[config.mk]
export PLATFORM = sky130hd
export DESIGN_NAME = frame_average_color
export DESIGN_NICKNAME = d
export VERILOG_FILES = /design/src/rtl/fac_pkg.sv /design/src/rtl/fac_front.sv /design/src/rtl/fac_queue.sv /design/src/rtl/fac_divider.sv /design/src/rtl/frame_average_color.sv
export SDC_FILE = /design/constraint.sdc
export NUM_CORES = 1
export LEC_CHECK = 0
export BUFFER_PORTS_ARGS = -buffer_cell sky130_fd_sc_hd__buf_2
export CORE_UTILIZATION = 45
export DETAILED_ROUTE_END_ITERATION = 16
export PLACE_DENSITY = 0.67
export SLEW_MARGIN = 5
export SYNTH_ARGS = -nofsm -noshare
export SYNTH_HDL_FRONTEND = slang
export SYNTH_SLANG_ARGS = --single-unit
export TNS_END_PERCENT = 20
[constraint.sdc]
create_clock -name clk -period 39.7 [get_ports clk]
set_input_delay 3.97 -clock clk [delete_from_list [all_inputs] [get_ports clk]]
set_output_delay 3.97 -clock clk [all_outputs]
set_load 0.01 [all_outputs]
[src/rtl/fac_pkg.sv]
// shared types and constants for the frame average color block
package fac_pkg;

	localparam int DIM_W    = 13;
	localparam int POS_W    = 12;
	localparam int STRIDE_W = 8;
	localparam int CH_W     = 8;
	localparam int SUM_W    = 32;
	localparam int CNT_W    = 25;
	localparam int PIX_W    = 3 * CH_W;
	localparam int QUOT_W   = 8;
	localparam int ADDR_W   = 4;

	localparam logic [DIM_W-1:0]    MAX_DIM    = 13'd4096;
	localparam logic [DIM_W-1:0]    WIDTH_RST  = 13'd1920;
	localparam logic [DIM_W-1:0]    HEIGHT_RST = 13'd1080;
	localparam logic [STRIDE_W-1:0] STRIDE_RST = 8'd10;

	// register indexes on the configuration port
	localparam logic [1:0] REG_WIDTH  = 2'd0;
	localparam logic [1:0] REG_HEIGHT = 2'd1;
	localparam logic [1:0] REG_STRIDE = 2'd2;

	// effective frame geometry, dimensions clamped and stride nonzero
	typedef struct packed {
		logic [DIM_W-1:0]    width;
		logic [DIM_W-1:0]    height;
		logic [STRIDE_W-1:0] stride;
	} fac_cfg_t;

	// sums of one finished frame, handed from the front to the divider
	typedef struct packed {
		logic [SUM_W-1:0] red_total;
		logic [SUM_W-1:0] green_total;
		logic [SUM_W-1:0] blue_total;
		logic [CNT_W-1:0] count;
		logic             stride_error;
	} fac_frame_t;

endpackage

[src/rtl/fac_front.sv]
// pixel front end: raster position, row sampling and channel sums
module fac_front import fac_pkg::*; (
	input  logic             clk,
	input  logic             arst_n,
	input  fac_cfg_t         cfg,
	input  logic             stride_wr,
	input  logic             pix_valid,
	output logic             pix_ready,
	input  logic [PIX_W-1:0] pix_data,
	output logic             frame_valid,
	input  logic             frame_ready,
	output fac_frame_t       frame
);

	logic [POS_W-1:0]    col_q;
	logic [POS_W-1:0]    row_q;
	logic [STRIDE_W-1:0] phase_q;
	logic [SUM_W-1:0]    red_q;
	logic [SUM_W-1:0]    green_q;
	logic [SUM_W-1:0]    blue_q;
	logic [CNT_W-1:0]    count_q;
	logic                busy_q;
	logic [3:0]          step_q;
	logic [STRIDE_W-1:0] rem_q;

	logic                accept;
	logic                sample;
	logic                row_end;
	logic                frame_end;
	logic [SUM_W-1:0]    red_nx;
	logic [SUM_W-1:0]    green_nx;
	logic [SUM_W-1:0]    blue_nx;
	logic [CNT_W-1:0]    count_nx;
	logic [STRIDE_W-1:0] phase_inc;
	logic [STRIDE_W-1:0] phase_nx;
	logic [STRIDE_W:0]   rem_shift;
	logic [STRIDE_W:0]   rem_red;

	// stall while the row phase is rebuilt or the queue is full
	assign pix_ready = !busy_q && frame_ready;
	assign accept    = pix_valid && pix_ready;

	// a row is sampled when it is a multiple of the stride and a whole stride fits below it
	assign sample = (phase_q == '0) &&
		(({2'b0, row_q} + {6'b0, cfg.stride}) <= {1'b0, cfg.height});

	assign red_nx   = red_q   + (sample ? {24'b0, pix_data[23:16]} : '0);
	assign green_nx = green_q + (sample ? {24'b0, pix_data[15:8]}  : '0);
	assign blue_nx  = blue_q  + (sample ? {24'b0, pix_data[7:0]}   : '0);
	assign count_nx = count_q + {{(CNT_W-1){1'b0}}, sample};

	// raster position
	assign row_end   = {1'b0, col_q} >= (cfg.width - 13'd1);
	assign frame_end = row_end && ({1'b0, row_q} >= (cfg.height - 13'd1));
	assign phase_inc = phase_q + 8'd1;
	assign phase_nx  = (phase_inc == cfg.stride) ? '0 : phase_inc;

	// finished frame goes to the queue on its last pixel
	assign frame_valid        = accept && frame_end;
	assign frame.red_total    = red_nx;
	assign frame.green_total  = green_nx;
	assign frame.blue_total   = blue_nx;
	assign frame.count        = count_nx;
	assign frame.stride_error = {5'b0, cfg.stride} > cfg.height;

	// one bit of row mod stride per cycle
	assign rem_shift = {rem_q, row_q[step_q]};
	assign rem_red   = (rem_shift >= {1'b0, cfg.stride}) ?
		(rem_shift - {1'b0, cfg.stride}) : rem_shift;

	always_ff @(posedge clk or negedge arst_n) begin
		if (!arst_n) begin
			col_q   <= '0;
			row_q   <= '0;
			phase_q <= '0;
			red_q   <= '0;
			green_q <= '0;
			blue_q  <= '0;
			count_q <= '0;
			busy_q  <= 1'b0;
			step_q  <= '0;
			rem_q   <= '0;
		end else if (stride_wr) begin
			busy_q <= 1'b1;
			step_q <= 4'd11;
			rem_q  <= '0;
		end else if (busy_q) begin
			rem_q  <= rem_red[STRIDE_W-1:0];
			step_q <= step_q - 4'd1;
			if (step_q == 4'd0) begin
				phase_q <= rem_red[STRIDE_W-1:0];
				busy_q  <= 1'b0;
			end
		end else if (accept) begin
			if (frame_end) begin
				col_q   <= '0;
				row_q   <= '0;
				phase_q <= '0;
				red_q   <= '0;
				green_q <= '0;
				blue_q  <= '0;
				count_q <= '0;
			end else begin
				red_q   <= red_nx;
				green_q <= green_nx;
				blue_q  <= blue_nx;
				count_q <= count_nx;
				if (row_end) begin
					col_q   <= '0;
					row_q   <= row_q + 12'd1;
					phase_q <= phase_nx;
				end else begin
					col_q <= col_q + 12'd1;
				end
			end
		end
	end

endmodule

[src/rtl/fac_queue.sv]
// two-entry queue of finished frame sums between front and divider
module fac_queue import fac_pkg::*; (
	input  logic       clk,
	input  logic       arst_n,
	input  logic       in_valid,
	output logic       in_ready,
	input  fac_frame_t in_data,
	output logic       out_valid,
	input  logic       out_ready,
	output fac_frame_t out_data
);

	fac_frame_t entry_q [2];
	logic       wr_ptr_q;
	logic       rd_ptr_q;
	logic [1:0] fill_q;
	logic       push;
	logic       pop;

	assign in_ready  = fill_q != 2'd2;
	assign out_valid = fill_q != 2'd0;
	assign out_data  = entry_q[rd_ptr_q];
	assign push      = in_valid && in_ready;
	assign pop       = out_valid && out_ready;

	// storage
	always_ff @(posedge clk) begin
		if (push) begin
			entry_q[wr_ptr_q] <= in_data;
		end
	end

	// pointers and fill level
	always_ff @(posedge clk or negedge arst_n) begin
		if (!arst_n) begin
			wr_ptr_q <= 1'b0;
			rd_ptr_q <= 1'b0;
			fill_q   <= '0;
		end else begin
			if (push) begin
				wr_ptr_q <= !wr_ptr_q;
			end
			if (pop) begin
				rd_ptr_q <= !rd_ptr_q;
			end
			if (push && !pop) begin
				fill_q <= fill_q + 2'd1;
			end else if (pop && !push) begin
				fill_q <= fill_q - 2'd1;
			end
		end
	end

endmodule

[src/rtl/fac_divider.sv]
// back end: per-channel mean by restoring division and result register
module fac_divider import fac_pkg::*; (
	input  logic             clk,
	input  logic             arst_n,
	input  logic             in_valid,
	output logic             in_ready,
	input  fac_frame_t       in_data,
	output logic             out_valid,
	input  logic             out_ready,
	output logic [PIX_W-1:0] out_color,
	output logic             out_error
);

	localparam logic ST_IDLE = 1'b0;
	localparam logic ST_DIV  = 1'b1;

	logic              state_q;
	logic [2:0]        step_q;
	logic [SUM_W-1:0]  red_rem_q;
	logic [SUM_W-1:0]  green_rem_q;
	logic [SUM_W-1:0]  blue_rem_q;
	logic [QUOT_W-1:0] red_quot_q;
	logic [QUOT_W-1:0] green_quot_q;
	logic [QUOT_W-1:0] blue_quot_q;
	logic [CNT_W-1:0]  count_q;
	logic              error_q;
	logic              out_valid_q;
	logic [PIX_W-1:0]  color_q;
	logic              out_error_q;

	logic [SUM_W:0]    red_step;
	logic [SUM_W:0]    green_step;
	logic [SUM_W:0]    blue_step;
	logic [QUOT_W-1:0] red_quot_nx;
	logic [QUOT_W-1:0] green_quot_nx;
	logic [QUOT_W-1:0] blue_quot_nx;

	// one quotient bit: subtract count shifted by the bit weight if it fits
	function automatic logic [SUM_W:0] div_step(input logic [SUM_W-1:0] rem,
		input logic [CNT_W-1:0] cnt, input logic [2:0] step);
		logic [SUM_W-1:0] shifted;
		shifted = {7'b0, cnt} << step;
		if (rem >= shifted) begin
			div_step = {1'b1, rem - shifted};
		end else begin
			div_step = {1'b0, rem};
		end
	endfunction

	// the mean never exceeds 255, so eight quotient bits cover it
	assign red_step   = div_step(red_rem_q, count_q, step_q);
	assign green_step = div_step(green_rem_q, count_q, step_q);
	assign blue_step  = div_step(blue_rem_q, count_q, step_q);

	assign red_quot_nx   = {red_quot_q[QUOT_W-2:0], red_step[SUM_W]};
	assign green_quot_nx = {green_quot_q[QUOT_W-2:0], green_step[SUM_W]};
	assign blue_quot_nx  = {blue_quot_q[QUOT_W-2:0], blue_step[SUM_W]};

	assign in_ready  = (state_q == ST_IDLE) && !out_valid_q;
	assign out_valid = out_valid_q;
	assign out_color = color_q;
	assign out_error = out_error_q;

	// division payload
	always_ff @(posedge clk) begin
		if (in_valid && in_ready) begin
			red_rem_q    <= in_data.red_total;
			green_rem_q  <= in_data.green_total;
			blue_rem_q   <= in_data.blue_total;
			count_q      <= in_data.count;
			error_q      <= in_data.stride_error;
			red_quot_q   <= '0;
			green_quot_q <= '0;
			blue_quot_q  <= '0;
		end else if (state_q == ST_DIV) begin
			red_rem_q    <= red_step[SUM_W-1:0];
			green_rem_q  <= green_step[SUM_W-1:0];
			blue_rem_q   <= blue_step[SUM_W-1:0];
			red_quot_q   <= red_quot_nx;
			green_quot_q <= green_quot_nx;
			blue_quot_q  <= blue_quot_nx;
		end
	end

	// result register
	always_ff @(posedge clk) begin
		if ((state_q == ST_DIV) && (step_q == 3'd0)) begin
			out_error_q <= error_q;
			if (error_q || (count_q == '0)) begin
				color_q <= '0;
			end else begin
				color_q <= {red_quot_nx, green_quot_nx, blue_quot_nx};
			end
		end
	end

	// sequencer and output request
	always_ff @(posedge clk or negedge arst_n) begin
		if (!arst_n) begin
			state_q     <= ST_IDLE;
			step_q      <= '0;
			out_valid_q <= 1'b0;
		end else begin
			if (out_valid_q && out_ready) begin
				out_valid_q <= 1'b0;
			end
			unique case (state_q)
				ST_IDLE: begin
					if (in_valid && in_ready) begin
						state_q <= ST_DIV;
						step_q  <= 3'd7;
					end
				end
				ST_DIV: begin
					step_q <= step_q - 3'd1;
					if (step_q == 3'd0) begin
						state_q     <= ST_IDLE;
						out_valid_q <= 1'b1;
					end
				end
				default: begin
					state_q <= ST_IDLE;
				end
			endcase
		end
	end

endmodule

[src/rtl/frame_average_color.sv]
// top level: configuration registers and the front, queue and divider
//
// Pixels stream in at one per clock in raster order; the front sums blue, green and red over
// every pixel of each sampled row and counts them. On a frame's last pixel the sums move into
// a two-entry queue, and the divider turns them into the mean color, one quotient bit per cycle
// for all three channels. The sums pass from a queue entry into the divider registers and the
// mean into the result register, which holds it until it is taken. s_axis_tready drops only
// when the queue holds two unfinished frames, and after a row_stride write while the row
// position modulo the new stride is rebuilt one bit per cycle.
// Registers: frame_width at 0x0, frame_height at 0x4, row_stride at 0x8; a width or height of
// zero acts as 1, above 4096 as 4096, a stride of zero as 1.
module frame_average_color import fac_pkg::*; (
	input  logic              clk,
	input  logic              arst_n,
	input  logic              psel,
	input  logic              penable,
	input  logic              pwrite,
	input  logic [ADDR_W-1:0] paddr,
	input  logic [31:0]       pwdata,
	output logic [31:0]       prdata,
	output logic              pready,
	input  logic              s_axis_tvalid,
	output logic              s_axis_tready,
	input  logic [PIX_W-1:0]  s_axis_tdata,   // blue 7:0, green 15:8, red 23:16
	output logic              m_axis_tvalid,
	input  logic              m_axis_tready,
	output logic [PIX_W-1:0]  m_axis_tdata,   // mean color 23:0
	output logic              m_axis_tuser    // stride_error
);

	logic [DIM_W-1:0]    width_q;
	logic [DIM_W-1:0]    height_q;
	logic [STRIDE_W-1:0] stride_q;
	logic                cfg_wr;
	logic                stride_wr;
	fac_cfg_t            cfg;
	logic                q_in_valid;
	logic                q_in_ready;
	fac_frame_t          q_in_data;
	logic                q_out_valid;
	logic                q_out_ready;
	fac_frame_t          q_out_data;

	assign pready    = 1'b1;
	assign cfg_wr    = psel && penable && pwrite;
	assign stride_wr = cfg_wr && (paddr[3:2] == REG_STRIDE);

	// register writes
	always_ff @(posedge clk or negedge arst_n) begin
		if (!arst_n) begin
			width_q  <= WIDTH_RST;
			height_q <= HEIGHT_RST;
			stride_q <= STRIDE_RST;
		end else if (cfg_wr) begin
			unique case (paddr[3:2])
				REG_WIDTH:  width_q  <= pwdata[DIM_W-1:0];
				REG_HEIGHT: height_q <= pwdata[DIM_W-1:0];
				REG_STRIDE: stride_q <= pwdata[STRIDE_W-1:0];
				default: ;
			endcase
		end
	end

	// register reads
	always_comb begin
		unique case (paddr[3:2])
			REG_WIDTH:  prdata = {19'b0, width_q};
			REG_HEIGHT: prdata = {19'b0, height_q};
			REG_STRIDE: prdata = {24'b0, stride_q};
			default:    prdata = '0;
		endcase
	end

	// effective geometry
	always_comb begin
		if (width_q == '0) begin
			cfg.width = 13'd1;
		end else if (width_q > MAX_DIM) begin
			cfg.width = MAX_DIM;
		end else begin
			cfg.width = width_q;
		end
		if (height_q == '0) begin
			cfg.height = 13'd1;
		end else if (height_q > MAX_DIM) begin
			cfg.height = MAX_DIM;
		end else begin
			cfg.height = height_q;
		end
		cfg.stride = (stride_q == '0) ? 8'd1 : stride_q;
	end

	fac_front u_front (
		.clk         (clk),
		.arst_n      (arst_n),
		.cfg         (cfg),
		.stride_wr   (stride_wr),
		.pix_valid   (s_axis_tvalid),
		.pix_ready   (s_axis_tready),
		.pix_data    (s_axis_tdata),
		.frame_valid (q_in_valid),
		.frame_ready (q_in_ready),
		.frame       (q_in_data)
	);

	fac_queue u_queue (
		.clk       (clk),
		.arst_n    (arst_n),
		.in_valid  (q_in_valid),
		.in_ready  (q_in_ready),
		.in_data   (q_in_data),
		.out_valid (q_out_valid),
		.out_ready (q_out_ready),
		.out_data  (q_out_data)
	);

	fac_divider u_divider (
		.clk       (clk),
		.arst_n    (arst_n),
		.in_valid  (q_out_valid),
		.in_ready  (q_out_ready),
		.in_data   (q_out_data),
		.out_valid (m_axis_tvalid),
		.out_ready (m_axis_tready),
		.out_color (m_axis_tdata),
		.out_error (m_axis_tuser)
	);

endmodule

* Yosys cells after proc, flatten, opt, wreduce, memory -nomap -nowiden
Memory sizes are Yosys's and may differ from the RTL's. Index checks and enable logic that the tools add are counted.
Word-level totals: register bits after elaboration 377, bits in writable memories 244, bits of input ports 67, output and inout bits 60, memories kept 1
Memories:
- u_queue.entry_q | words 2, width 122, read ports 1, clocked after memory_dff 0, write ports 1, line fac_queue.sv:13 | fac_frame_t entry_q [2];
Operators by class: add/subtract/negate cells 18, order comparisons 11, eq/ne operators 6, shift operators 1, mux-type cells 54, bitwise operators 3, reduce and logical (&&, ||, !) cells 49
Operator list (number):
- $mux 32 | 9
- $mux 8 | 13
- $mux 33 | 3
- $add 32x32->32 | 3
- $ge 32x32->1 | 3
- $sub 32x32->32 | 3
- $mux 13 | 4
- $mux 12 | 4
- $pmux 13 s3 | 1
- $shl 25x3->32 | 1
- $ge 12x13->1 | 2
- $gt 13x13->1 const B | 2
- $logic_not 13->1 | 2
- $sub 13x1->13 const B | 2
- $add 25x1->25 | 1
- $logic_not 25->1 | 1
- $mux 25 | 1
- $add 12x1->12 const B | 2
- $reduce_bool 2->1 | 9
- $logic_not 8->1 | 2
- $logic_and 1x1->1 | 15
- $le 14x13->1 | 1
- $add 12x8->13 | 1
- $gt 8x13->1 | 1
- 29 further kinds | 56

* Depth between registers and ports, before layout
Gate-level depths: netlist of run 1.
depth in word-level cells 12, depth in mapped cells 35

* Hierarchy
A second synthesis of run 1 with hierarchy kept.
Second synthesis, totals: cell total of the unflattened synthesis 3410, area, all modules 37063.0 um2
Modules (own cells, without submodules):
- fac_front | instances 1, cells each 1526, area each 12996.2 um2, sequential area each 4154.0 um2
- fac_divider | instances 1, cells each 1302, area each 12776.0 um2, sequential area each 4959.8 um2
- fac_queue | instances 1, cells each 398, area each 9287.7 um2, sequential area each 7427.1 um2
- frame_average_color | instances 1, cells each 184, area each 2003.2 um2, sequential area each 863.3 um2

* Least setup slack after synthesis of run 1
OpenSTA, ideal clock, no wires.
kind input -> register, start point in s_axis_tvalid, end point mem u_queue.entry_q[0][0] in the netlist's numbering, enable pin, library setup time 0.752 ns, arrival 12.401 ns, setup slack 26.547 ns, stages on the path 2, path buffers 0, cell sequence nand2_1 nor3_1
Between the ends: longest elaborated chain between the ends 5
Ends and longest elaborated chain:
- from (decl) | line frame_average_color.sv:22 | input logic s_axis_tvalid,
- $logic_and 1x1->1 | line fac_front.sv:41 | assign accept = pix_valid && pix_ready;
- $logic_and 1x1->1 | line fac_front.sv:59 | assign frame_valid = accept && frame_end;
- $logic_and 1x1->1 | line fac_queue.sv:23 | assign push = in_valid && in_ready;
- $mux 1 | line fac_queue.sv:28 | if (push) begin
- $mux 1 (implied by the code) | line fac_queue.sv:29 | entry_q[wr_ptr_q] <= in_data;
- to (decl) | line fac_queue.sv:13
No other way between the ends.

* Worst setup path after layout of run 1
start point in paddr[2], end point out prdata[2]
Between the ends: longest elaborated chain between the ends 2, elaborated cells between the ends (all ways) 4, those cells by class eq/ne: 2; mux: 1; reduce/logical: 1
Ends and longest elaborated chain:
- from (decl) | line frame_average_color.sv:18 | input logic [ADDR_W-1:0] paddr,
- $eq 2x2->1 (tied with other cells) | line frame_average_color.sv:66 | unique case (paddr[3:2])
- $pmux 13 s3 * | line frame_average_color.sv:66
- to (decl) | line frame_average_color.sv:20 | output logic [31:0] prdata,
Mark *: on every way between the ends. The rest lies on a longest branch, timed or not.

==> metrics.txt, run 1 <==
CTS Hold Bufs=0; Worst-Skew Late Latency=0.63 ns; Die Y=282 um; GP Congestion=0.879; Worst EP required=35.73 ns; Final Power=3.60 mW; PD cells=91.6 nW/um2; Syn Area/Cell=10.8 um2; Initial Util=0.456; HP Start=u_divider.green_quot_q[0]; Cells after Synth=3,287; DRC viols=0; via count=25,283; Fill cells=6,979; clk_skew=0.0325 ns; CP arrival=5.21 ns; pin count of the biggest net entering global routing=91; Max-cap violations=0; io pins=127; Peak Freq=0.109 GHz; Core ar.=77,600 um2; number of flops mapped to enable cells by yosys=391; Seq/Total Area, Yosys=0.492; Port Buffers=85; PostCTS Resize Cnt=0; htree depth=3; dominant cell type by area after synthesis=edfxtp_1; drt first pass iters=7; Tmin final=9.18 ns; n_diodes=0; worst slew margin relative to its limit=0.190; period utilization=0.231; Post-Layout Cell Count=4,451; crit path launch type=input pin; post-synthesis cell type count=104; Worst Hold Class=reg -> reg; Chip Width=282 um; CTS Buf Count=71; row count=102; routed len/inst=19.5 um; leak pwr=16.2 nW; final WL=86.7 mm; Reg2Reg Setup Slack=32.11 ns; clk sinks=621; Synth top area share=0.332; critical path type=in -> out; Synth Flop Type=edfxtp_1; Worst R2R Start=stride_q[3]; post-synthesis cell area=35,400 um2; clk buf depth=3; Setup TNS=0 ns; ranking of synthesized cells by area=edfxtp_1, dfrtp_1, ha_1; Post-synth ARST share=0.337; Worst-path clk slew=0.06 ns; DR iter-0 viols=1,942; share of layout cells above drive strength 1=0.113; vias in the first global route=24,703; crit path launch=paddr[2]; total gr overflow=0; GRT Total Usage=0.220; area delta synth->final=11.0%; DP Cell Count=4,320; synth warn=0; Slew @ Worst Pin=1.18 ns; clock root buffer=clkbuf_16; initial antenna violation count=1; Final Hold Violating Endpoints=0; routed vias/inst=5.68; Final Max Slew Viols=0; top post-synthesis cells by count=edfxtp_1, nand2_1, o21ai_0, dfrtp_1, ha_1; post-route ant nets=0; total die area=79,700 um2; Setup crit end kind=output pin; status=finished clean; Peak VDD IR=0.0000565 V; CTS tree=done; most frequent cell after synthesis=edfxtp_1; Final setup viols=0; post-CTS setup buffers=0; first-pass GRT wire length=137 mm; DP Wirelength=58.7 mm; Util after Layout=0.506; Final nets=3,621; #FFs+latches synth=621; RSZ-0062 raised after global routing=false; CP max FO=17
flip-flops by register name (all words and copies together) (netlist names), 12 cells and up:
register,flops
u_divider.red_rem_q,32
height_q,13
u_queue.entry_q,244
width_q,13
u_front.green_q,32
u_front.red_q,32
u_divider.blue_rem_q,32
u_front.blue_q,32
u_divider.count_q,25
u_divider.out_color,24
u_front.row_q,12
u_front.col_q,12
u_divider.green_rem_q,32
u_front.count_q,25
area by class of cell:
cell class	instances	area (um2)	share of cell area
flip-flops and latches	621	17400	0.443
multi-input cells	2419	17000	0.433
repair buffers	139	841	0.0214
clock buffers	95	1900	0.0484
clock inverters	36	450	0.0115
well taps	1040	1300	0.0331
inverters	101	379	0.00965
cell usage in the layout, fill, tap and decap left out, types with 70 or more instances in the layout:
master     synthesis  final
edfxtp_1         391    391
nand2_1          274    274
o21ai_0          240    239
dfrtp_1          199    198
ha_1             193    193
nor2_1           174    172
a21oi_1          171    171
mux2i_1          165    165
xnor2_1          155    155
nand3_1          146    145
inv_1            101    100
buf_2             12     84
xor2_1            82     82
clkbuf_16          0     71
a21o_1            70     70
and2_1            71     70
layer usage:
layer | up-vias | share of wire | global-route usage
li1 | 12240 | - | -
met1 | 12346 | 0.46 | 0.295
met2 | 581 | 0.47 | 0.366
met3 | 114 | 0.045 | 0.0282
met4 | 2 | 0.028 | 0.0747
met5 | - | 0.00017 | 0
critical path, stage by stage:
cell	delay [ns]
buf_2	0.26
nor2b_1	0.57
nand2_1	0.09
o21ai_0	0.12
buf_2	0.19
final timing paths:
check,to,cells past startpoint
hold reg to reg,u_divider.green_quot_q[0],2
min in group asynchronous,u_front.green_q[13],1
max in group asynchronous,u_front.row_q[2],2
hold / removal,u_divider.green_quot_q[0],2
setup / recovery,prdata[2],5
setup reg to reg,u_front.blue_q[28],34
cell families after synthesis:
group / share of synthesized area
multiplexers: 0.0734
XOR/XNOR: 0.0587
AND/OR/NAND/NOR: 0.132
other: 0.000212
adder cells (fa/ha/maj): 0.0728
flip-flops: 0.492
AO/OA/AOI/OAI: 0.139
buffers and inverters: 0.0320
through the flow:
stage / hold slack [ns] / instance area, um2 / setup WS, ns
finish: 0.455 / 39300 / 30.52
global route: 0.492 / 39300 / 30.44
CTS: 0.457 / 39300 / 30.55
detailed placement: 0.450 / 36900 / 30.57
global placement: 0.448 / 36900 / 30.56
floorplan: 0.427 / 35400 / 26.55
power by group:
group          internal [mW]  switching, mW
registers              0.892         0.0842
clock network          0.393          0.270
logic                  0.776           1.18
total                   2.06           1.54
(Power assumes the default switching activity.)
==> inputs of run 2 (changes only) <==
- PLACE_DENSITY: 0.67 -> 0.69
- clock period: 39.7 -> 7.9 ns (I/O delays scaled with it)
==> metrics.txt, run 2 (synthesis results as in run 1) <==
status=finished clean; Routed met2 length=40.6 mm; Hold WS=0.123 ns; Switching Fraction=0.430; crit path launch type=register; drt first pass iters=6; most frequent cells in the layout=edfxtp_1, nand2_1, o21ai_0; DRC viols=0; Max-cap violations=0; most common cell after layout, fill and taps aside=edfxtp_1; pin count of the biggest net entering global routing=159; Worst setup endpoint=u_front.green_q[29]; final WL=86.0 mm; routed len/inst=19.3 um; Tmin final=7.31 ns; CTS Buf Count=71; Worst R2R Start=stride_q[1]; delay-heaviest family, CP=compound AO/OA/AOI/OAI gates; PostCTS Resize Cnt=0; Setup TNS=0 ns; Worst Hold Class=in -> async; htree depth=3; Final Hold Violating Endpoints=0; critical path type=reg -> reg; post-CTS setup buffers=0; DP Wirelength=59.1 mm; largest register by flop count=u_queue.entry_q; clk_skew=0.0393 ns; CP max stage cell=dfstp_2; most used cell, CP=a21o_1; period utilization=0.926; design area=39,400 um2; PD cells=458 nW/um2; Final nets=3,626; Port Buffers=85; worst slew margin relative to its limit=0.180; RSZ-0062 raised after global routing=false; Setup crit end kind=register; Peak Freq=0.137 GHz; Fill cells=6,931; GP Congestion=0.881; Worst-path clk slew=0.06 ns; area delta synth->final=11.3%; io pins=127; total die area=79,700 um2; CTS tree=done; CTS Hold Bufs=0; routed vias/inst=5.66; post-route ant nets=0; Chip Width=282 um; leak pwr=16.3 nW; Clk network pwr share=0.183; Peak VDD IR=0.000266 V; Final Max Slew Viols=0; initial antenna violation count=3; CP arrival=7.81 ns; wire length on met1=37.4 mm; share of layout cells above drive strength 1=0.117; clk buf depth=3; DP Cell Count=4,325; clk sinks=621; Post-Layout Cell Count=4,457; Placement Cell Area=37,000 um2; max FFs per register=244; internal power=10.3 mW; final worst slack=0.588 ns; Worst path depth=32; worst slack, placed=0.571 ns; top sig layer=met5; Sw Pwr=7.77 mW; Core ar.=77,600 um2; Sequential Power Share=0.273; Worst-Skew Late Latency=0.63 ns; via count=25,235; CP max FO=16; routed wl met3=4.59 mm; Reg2Reg Setup Slack=0.59 ns; n_diodes=0; Buf/Inv on CP=4; GRT Total Usage=0.217; crit path launch=stride_q[1]; Slew @ Worst Pin=1.20 ns; Final setup viols=0; Worst EP required=8.40 ns; Die Y=282 um; clock root buffer=clkbuf_16; Final Power=18.0 mW; first-pass GRT wire length=135 mm; reg2reg path depth=32; total gr overflow=0; vias in the first global route=24,631; row count=102; reg2reg end=u_front.green_q[29]; Initial Util=0.456; Util after Layout=0.507; DR iter-0 viols=1,985; Logic pwr share=0.544; Worst path max stage delay=0.61 ns
-- run 2: cell count changes in the layout (fill, tap and decap cells not counted), sizes merged --
cell | before | now
clkinvlp | 2 | 7
bufinv | 8 | 4
inv | 108 | 112
clkbuf | 95 | 91
buf | 139 | 144
-- run 2: worst reg2reg max path, delay by kind of cell (launching register included) --
family | cells | cell delay (ns)
buf+inv | 4 | 0.77
fa+ha+maj | 4 | 0.92
simple gates | 9 | 1.88
compound gates | 15 | 3.02
flops | 1 | 0.61
-- run 2: worst min path at each step --
stage	endpoint	slack, ns	from
2_1_floorplan	u_divider.out_error	0.43	u_divider.error_q
3_3_place_gp	u_divider.red_quot_q[0]	0.45	u_divider.red_quot_q[0]
3_5_place_dp	u_divider.red_quot_q[0]	0.45	u_divider.red_quot_q[0]
4_1_cts	u_front.blue_q[4]	0.12	arst_n
5_1_grt	u_front.green_q[14]	0.13	arst_n
6_report	u_front.green_q[14]	0.12	arst_n
-- run 2: cell type report --
class	count	area, um2	share of cell area
Sequential cell	621	17400	0.442
Multi-Input combinational cell	2419	17000	0.432
Clock buffer	91	1950	0.0496
Tap cell	1040	1300	0.0330
Timing Repair Buffer	144	928	0.0236
Clock inverter	41	403	0.0102
Inverter	101	379	0.00963
-- run 2: metal layers --
layer,vias up,track usage
li1,12242,-
met1,12188,0.285
met2,645,0.362
met3,154,0.0307
met4,6,0.0844
met5,-,0
-- run 2: power groups by stage --
stage	registers, mW	logic [mW]	clock network (mW)
floorplan	4.79	7.37	0
CTS	4.92	9.78	3.37
global route	4.99	10.9	3.49
detailed placement	4.98	9.70	0
global placement	4.97	9.57	0
finish	4.92	9.82	3.30
